**src/sahp_pkg.sv**
```systemverilog
`default_nettype none
package sahp_pkg;

  // fixed field widths
  localparam int ADDR_W  = 64;
  localparam int COUNT_W = 32;

  // hash: (address >> 4) reduced one 4-bit digit per cycle, MSB first
  localparam int HASH_SHIFT = 4;
  localparam int HASH_BITS  = ADDR_W - HASH_SHIFT;
  localparam int HASH_DIGIT = 4;
  localparam int HASH_STEPS = HASH_BITS / HASH_DIGIT;
  localparam int HASH_CNT_W = $clog2(HASH_STEPS + 1);

  // result kinds
  localparam logic [1:0] KIND_STATUS = 2'd0;
  localparam logic [1:0] KIND_HEADER = 2'd1;
  localparam logic [1:0] KIND_ENTRY  = 2'd2;

  // sample status codes
  localparam logic [2:0] ST_DISABLED = 3'd0;
  localparam logic [2:0] ST_NOT_HELD = 3'd1;
  localparam logic [2:0] ST_HIT      = 3'd2;
  localparam logic [2:0] ST_INSERTED = 3'd3;
  localparam logic [2:0] ST_LOST     = 3'd4;

  typedef enum logic [3:0] {
    S_CLEAR,
    S_IDLE,
    S_DISPATCH,
    S_HASH,
    S_PROBE_RD,
    S_PROBE_CMP,
    S_EMIT_STATUS,
    S_SCAN,
    S_EMIT_HDR,
    S_EMIT_ENT,
    S_TAKE,
    S_NEXT,
    S_EMIT_FINAL
  } state_t;

  // controller -> datapath
  typedef struct packed {
    logic       load;
    logic       cnt_sample;
    logic       cnt_held;
    logic       cnt_lost;
    logic       set_status;
    logic [2:0] status;
    logic       hash_start;
    logic       hash_step;
    logic       probe_init;
    logic       probe_next;
    logic       hit_write;
    logic       ins_write;
    logic       clr_step;
    logic       rank_init;
    logic       scan_init;
    logic       scan_step;
    logic       take;
    logic       emit_status;
    logic       emit_header;
    logic       emit_entry;
    logic       emit_last;
  } cmd_t;

  // datapath -> controller
  typedef struct packed {
    logic enabled;
    logic mode;
    logic held;
    logic sample_zero;
    logic hash_done;
    logic probe_match;
    logic probe_empty;
    logic probe_last;
    logic cnt_end;
    logic scan_done;
    logic found;
    logic rank_zero;
    logic rank_full;
    logic out_free;
  } stat_t;

endpackage
`default_nettype wire

```
**src/sahp_ctrl.sv**
```systemverilog
`default_nettype none
module sahp_ctrl import sahp_pkg::*; (
  input  wire logic  clk,
  input  wire logic  rst,
  input  wire logic  in_valid,
  output logic       in_ready,
  input  wire stat_t stat,
  output cmd_t       cmd
);

  state_t state, state_next;

  // state register
  always_ff @(posedge clk) begin
    if (rst) begin
      state <= S_CLEAR;
    end else begin
      state <= state_next;
    end
  end

  // next state and commands
  always_comb begin
    state_next = state;
    cmd        = '0;
    in_ready   = 1'b0;
    unique case (state)
      S_CLEAR: begin
        if (stat.cnt_end) begin
          state_next = S_IDLE;
        end else begin
          cmd.clr_step = 1'b1;
        end
      end
      S_IDLE: begin
        in_ready = 1'b1;
        if (in_valid) begin
          cmd.load   = 1'b1;
          state_next = S_DISPATCH;
        end
      end
      S_DISPATCH: begin
        if (stat.mode) begin
          // report: nothing at all when no sample was ever counted
          if (stat.sample_zero) begin
            state_next = S_IDLE;
          end else begin
            cmd.rank_init = 1'b1;
            cmd.scan_init = 1'b1;
            state_next    = S_SCAN;
          end
        end else if (!stat.enabled) begin
          cmd.set_status = 1'b1;
          cmd.status     = ST_DISABLED;
          state_next     = S_EMIT_STATUS;
        end else if (!stat.held) begin
          cmd.cnt_sample = 1'b1;
          cmd.set_status = 1'b1;
          cmd.status     = ST_NOT_HELD;
          state_next     = S_EMIT_STATUS;
        end else begin
          cmd.cnt_sample = 1'b1;
          cmd.cnt_held   = 1'b1;
          cmd.hash_start = 1'b1;
          state_next     = S_HASH;
        end
      end
      S_HASH: begin
        if (stat.hash_done) begin
          cmd.probe_init = 1'b1;
          state_next     = S_PROBE_RD;
        end else begin
          cmd.hash_step = 1'b1;
        end
      end
      S_PROBE_RD: begin
        state_next = S_PROBE_CMP;
      end
      S_PROBE_CMP: begin
        priority if (stat.probe_match) begin
          cmd.hit_write  = 1'b1;
          cmd.set_status = 1'b1;
          cmd.status     = ST_HIT;
          state_next     = S_EMIT_STATUS;
        end else if (stat.probe_empty) begin
          cmd.ins_write  = 1'b1;
          cmd.set_status = 1'b1;
          cmd.status     = ST_INSERTED;
          state_next     = S_EMIT_STATUS;
        end else if (stat.probe_last) begin
          cmd.cnt_lost   = 1'b1;
          cmd.set_status = 1'b1;
          cmd.status     = ST_LOST;
          state_next     = S_EMIT_STATUS;
        end else begin
          cmd.probe_next = 1'b1;
          state_next     = S_PROBE_RD;
        end
      end
      S_EMIT_STATUS: begin
        if (stat.out_free) begin
          cmd.emit_status = 1'b1;
          state_next      = S_IDLE;
        end
      end
      S_SCAN: begin
        if (stat.scan_done) begin
          state_next = stat.rank_zero ? S_EMIT_HDR : S_EMIT_ENT;
        end else begin
          cmd.scan_step = 1'b1;
        end
      end
      S_EMIT_HDR: begin
        if (stat.out_free) begin
          cmd.emit_header = 1'b1;
          cmd.emit_last   = !stat.found;
          state_next      = stat.found ? S_TAKE : S_IDLE;
        end
      end
      S_EMIT_ENT: begin
        // previous entry goes out once we know whether another follows
        if (stat.out_free) begin
          cmd.emit_entry = 1'b1;
          cmd.emit_last  = !stat.found;
          state_next     = stat.found ? S_TAKE : S_IDLE;
        end
      end
      S_TAKE: begin
        cmd.take   = 1'b1;
        state_next = S_NEXT;
      end
      S_NEXT: begin
        if (stat.rank_full) begin
          state_next = S_EMIT_FINAL;
        end else begin
          cmd.scan_init = 1'b1;
          state_next    = S_SCAN;
        end
      end
      S_EMIT_FINAL: begin
        if (stat.out_free) begin
          cmd.emit_entry = 1'b1;
          cmd.emit_last  = 1'b1;
          state_next     = S_IDLE;
        end
      end
      default: begin
        state_next = S_CLEAR;
      end
    endcase
  end

endmodule
`default_nettype wire

```
**config.mk**
```make
export PLATFORM = sky130hd
export DESIGN_NAME = sahp_ctrl
export DESIGN_NICKNAME = d
export VERILOG_FILES = /design/src/sahp_pkg.sv /design/src/sahp_ctrl.sv
export SDC_FILE = /design/constraint.sdc
export NUM_CORES = 1
export LEC_CHECK = 0
export ABC_AREA = 1
export BUFFER_PORTS_ARGS = -buffer_cell sky130_fd_sc_hd__buf_4
export CORE_MARGIN = 1
export CORE_UTILIZATION = 44
export CTS_BUF_LIST = sky130_fd_sc_hd__clkbuf_4 sky130_fd_sc_hd__clkbuf_8
export CTS_CLUSTER_DIAMETER = 80
export DETAILED_ROUTE_END_ITERATION = 8
export PLACE_DENSITY = 0.82
export SYNTH_ARGS = -nofsm -noshare
export SYNTH_HDL_FRONTEND = slang
export SYNTH_SLANG_ARGS = --single-unit
export TNS_END_PERCENT = 50
```
**constraint.sdc**
```tcl
create_clock -name clk -period 1.35 [get_ports clk]
set_input_delay 0.0675 -clock clk [delete_from_list [all_inputs] [get_ports clk]]
set_output_delay 0.0675 -clock clk [all_outputs]
set_load 0.01 [all_outputs]
```
**Yosys cells after proc, flatten, opt, wreduce, memory -nomap -nowiden**

Cells that the tools add are included.

- Eq/ne operators: 18
- Mux-type cells: 64
- Reduce and logical (&&, ||, !) cells: 5

Operators with widths:

| operator | number |
|---|---|
| $mux W4 | 15 |
| $pmux W4 S11 | 1 |
| $mux W1 | 29 |
| $eq A4 B4 Y1 const B | 5 |
| $mux W2 | 9 |
| $eq A4 B3 Y1 const B | 4 |
| $mux W3 | 4 |
| $mux W5 | 2 |
| $eq A4 B2 Y1 const B | 2 |
| $ne A2 B2 Y1 const B | 4 |
| $pmux W4 S2 | 1 |
| $reduce_and A6 Y1 | 1 |
| $eq A4 B1 Y1 const B | 1 |
| $logic_not A4 Y1 | 1 |
| $ne A2 B1 Y1 const B | 2 |
| $pmux W1 S2 | 2 |
| $reduce_or A2 Y1 | 2 |
| $pmux W1 S3 | 1 |
| $logic_not A1 Y1 | 1 |

- Register bits: 4
- Input port bits: 17
- Output and inout port bits: 24
- Logic and storage cells: 88

**Depth between registers and ports, before layout**

- Word-level depth: 4
- Depth in mapped cells: 10

**Least setup slack after synthesis**

No wires, ideal clock.

- Kind: reg2out
- Start point: register state[3]
- End point: output port cmd[20] in the netlist's numbering
- Arrival: 1258 ps
- Required time: 1283 ps
- Slack: 25 ps
- Cell stages (with the launch flop): 8
- Buffers on the path: 2
- Cells stage by stage: dfxtp_1 -> buf_4 -> nor2_2 -> nand2_1 -> inv_2 -> nand3_1 -> nor2_1 -> buf_4

RTL lines:

| what | RTL line | RTL |
|---|---|---|
| start, declared | sahp_ctrl.sv:11 | `state_t state, state_next;` |
| start signal, assigned | sahp_ctrl.sv:18 | `state <= state_next;` |
| end, declared | sahp_ctrl.sv:8 | `output cmd_t cmd` |

**Final worst setup path**

- Start point: register state[1]
- End point: register state[0]

- Word-level cells in the longest chain between the ends: 4

RTL lines:

| what | RTL line | RTL |
|---|---|---|
| $eq A4 B4 Y1 / $eq A4 B3 Y1 (equally long branches) | sahp_ctrl.sv:27 | `unique case (state)` |
| $reduce_or A2 Y1 (no line) | n/a |  |
| $ne A2 B1 Y1 (no line) | n/a |  |
| $reduce_and A6 Y1 (no line) | n/a |  |

Several ways; a longest one is shown, not always the timed one.
A chain may end at the register's enable or synchronous reset.

==> flow_metrics.py <==
metrics = {
    "setup_path": {
        "cp_slowest_stage_delay_ns": 0.39,
        "crit_top_cell": "nand2_1",
        "cp-start-kind": "register",
        "path_delay_family": "simple AND/OR/NAND/NOR gates",
        "path_max_fanout": 6,
        "required_ns": 1.51,
        "worstPathBufferInverterCount": 2,
        "critPathKind": "register to register",
        "end_kind": "register",
        "critPathSlowestCell": "dfxtp_4",
        "critPathArrivalTime_ns": 1.72,
        "r2r_slack_ns": -0.21,
        "path_cells": "inv_4 > nor2_4 > buf_4 > nand2_2 > nand2_1 > nand2_1 > nand2_1 > nor2_2 > nand2_1 > a21oi_1",
    },
    "die": {
        "core.rowCount": 13,
        "num_io_pins": 41,
        "dieArea_um2": 1670,
        "die_h_um": 40.9,
        "die_w_um": 40.9,
        "start_util_pct": 49.2,
        "core_um2": 1350,
    },
    "route": {
        "first_pass_iters": 6,
        "route.detailed.drc": 0,
        "postRouteAntennaNets": 0,
        "drt_wl_total_um": 3460,
        "vias": 1198,
        "vias_per_cell": 6.02,
        "drtIter0Drc": 101,
        "routedWlPerCell_um": 17.4,
    },
    "sta": {
        "fmax_mhz": 642,
        "fin_crit_sh_pct": 115,
        "hold_viol_final": 0,
        "fin_ws_ns": -0.208,
        "post-route-min-period_ns": 1.56,
        "rsz0062_at_grt": "yes",
        "drv_slew": 0,
        "relSlewSlack_pct": 79.3,
        "worst_slew_pin_slew_ns": 0.311,
        "setup_viol": 21,
        "clock_skew_ns": 0.0204,
    },
    "cts": {
        "cts_tree": "done",
        "insertion_delay_ns": 0.25,
        "cts-root-buf": "clkbuf_4",
        "clock-sinks": 4,
        "htree_levels": 1,
        "cts_made_buffers": 3,
        "clk_pin_slew_ns": 0.05,
        "clockBufferDepth": 2,
    },
    "cells_and_area": {
        "areaGrowthSynthToFinish_pct": 87.9,
        "regArea_um2": 95.1,
        "stdcell_area_um2": 1250,
        "drive_gt1_share_pct": 52.7,
        "largest_reg_flops": 4,
        "top_regs": "state x4",
        "multi_input_area_um2": 578,
        "diodes": 0,
        "nets": 203,
        "nFillCells": 59,
        "top_register": "state",
    },
    "outcome": {
        "failed_checks": "negative setup slack",
        "status": "finished with violations",
    },
    "pwr": {
        "ir_drop_uv": 1140,
        "leakage_uw": 0.000733,
        "p_per_area_nw_per_um2": 1240,
        "total_power_uw": 1550,
    },
    "synth": {
        "ys_types": 21,
        "ys_ff_latch": 4,
        "yosys_warnings": 0,
        "synth_top_area_cell": "nand2_1",
        "synth_top_area_share_pct": 19.8,
        "netlist_instances": 130,
        "seq_area_frac_synth_pct": 12.1,
        "syn_area_um2": 664,
        "synth_area_per_cell_um2": 5.11,
        "synth_area_leaders": "nand2_1 (20%), inv_1 (15%), dfxtp_1 (12%), nor2_1 (11%), nand3_1 (7.5%)",
        "syn_nets": 147,
    },
    "place": {
        "place_hpwl_um": 1770,
        "placed_cell_area_um2": 998,
        "gp_congestion": 0.850,
        "io_buffers": 40,
    },
    "run": {
        "cap_violations": 0,
    },
    "grt": {
        "grt_antenna_before_repair": 0,
        "grt_max_degree": 9,
        "grt_pass1_wl_um": 3570,
        "grt_pass1_vias": 871,
        "track_usage_pct": 32.2,
        "overflow": 0,
    },
    "hold_path": {
        "hp-class": "primary input to register",
    },
}
-- final timing paths --
path | startpoint | to | depth (start not counted)
worst max-delay path | state[1] | state[0] | 10
worst min-delay path | stat[1] | state[3] | 5
worst min register to register | state[1] | state[1] | 2
worst max register to register | state[1] | state[0] | 10
-- worst reg2reg max path, stage by stage, from the launching register on --
cell and delay [ns]:
dfxtp_4 0.39, inv_4 0.10, nor2_4 0.05, buf_4 0.13, nand2_2 0.09, nand2_1 0.10
nand2_1 0.09, nand2_1 0.09, nor2_2 0.17, nand2_1 0.08, a21oi_1 0.18
-- cells in the final DEF (no fill, tap or decap) --
| cell type | instances |
|---|---|
| a21oi_1 | 5 |
| or2_2 | 1 |
| buf_4 | 48 |
| nand2_1 | 31 |
| nor2_4 | 5 |
| nor2_1 | 12 |
| nand2_4 | 3 |
| nand3b_1 | 1 |
| buf_6 | 4 |
| inv_6 | 1 |
| inv_2 | 3 |
| o22ai_2 | 1 |
| nor3_2 | 1 |
| nand2_2 | 7 |
| o21ai_0 | 2 |
| dfxtp_4 | 4 |
| dlygate4sd3_1 | 1 |
| o21ai_1 | 1 |
| nor2_8 | 1 |
| nand3_4 | 2 |
| nand3_1 | 8 |
| o22ai_1 | 1 |
| nor2_2 | 6 |
| inv_1 | 23 |
| nor4_1 | 1 |
| nor3b_2 | 2 |
| a21oi_2 | 2 |
| nor4_2 | 1 |
| clkbuf_4 | 3 |
| inv_4 | 2 |
| nand4_1 | 1 |
-- where the power goes --
group | switching (uW) | internal [uW] | total, uW
clock network | 62.6 | 100 | 163
logic | 665 | 449 | 1110
registers | 97.6 | 173 | 270
total | 825 | 722 | 1550
-- layout make-up --
class                   instances  share of cell area, %
multi-input cells              95                   46.3
flip-flops and latches          4                   7.62
inverters                      29                   9.52
well taps                      15                   1.50
clock buffers                   3                   1.80
repair buffers                 53                   33.3
-- Yosys cell counts --
cell,n
dfxtp_1,4
nor3_1,1
buf_4,2
nand2_2,5
nor2_2,3
nand3b_1,1
nand2_1,35
or2_2,1
o22ai_1,2
nor3b_1,2
inv_2,3
o21ai_0,3
inv_1,26
nor2_8,1
nor4_1,2
nor2_4,1
nand4_1,1
nand2_4,1
a21oi_1,7
nor2_1,19
nand3_1,10
-- routing by layer --
metal / global-route usage (%) / wire length [um] / vias to the layer above
li1: - / - / 508
met1: 36.8 / 1120 / 512
met2: 57.8 / 1630 / 139
met3: 8.70 / 460 / 39
met4: 8.33 / 254 / 0
met5: 0 / 0 / -
-- metrics by stage --
stage | instances | worst slack, ns | setup TNS [ns] | hold slack [ns] | utilization [%]
finish | 199 | -0.208 | -1.58 | 0.309 | 92.5
global route | 199 | -0.284 | -2.81 | 0.306 | 92.5
CTS | 198 | -0.0385 | -0.106 | 0.000686 | 85.2
detailed placement | 187 | -0.0780 | -0.274 | 0.259 | 74.0
global placement | 187 | -0.0812 | -0.224 | 0.258 | 74.0
floorplan | 130 | 0.0247 | 0 | 0.137 | -
-- timing repair --
action,4_1_cts,5_1_grt
gates cloned,0,0
resized for setup,24,24
hold buffers,0,1
setup buffers,8,0
pin swaps,7,4
endpoints found under the setup margin,23,22
endpoints found under the hold margin,0,1
-- cell families (layout without fill, tap and decap cells) --
kind of cell	count (synthesis)	count (layout)	synth area share, %
AND/OR/NAND/NOR	83	83	59.9
flip-flops	4	4	12.1
AO/OA/AOI/OAI	12	12	9.41
buffers and inverters	31	85	18.6
No activity file was read; power rests on OpenSTA's default activity.
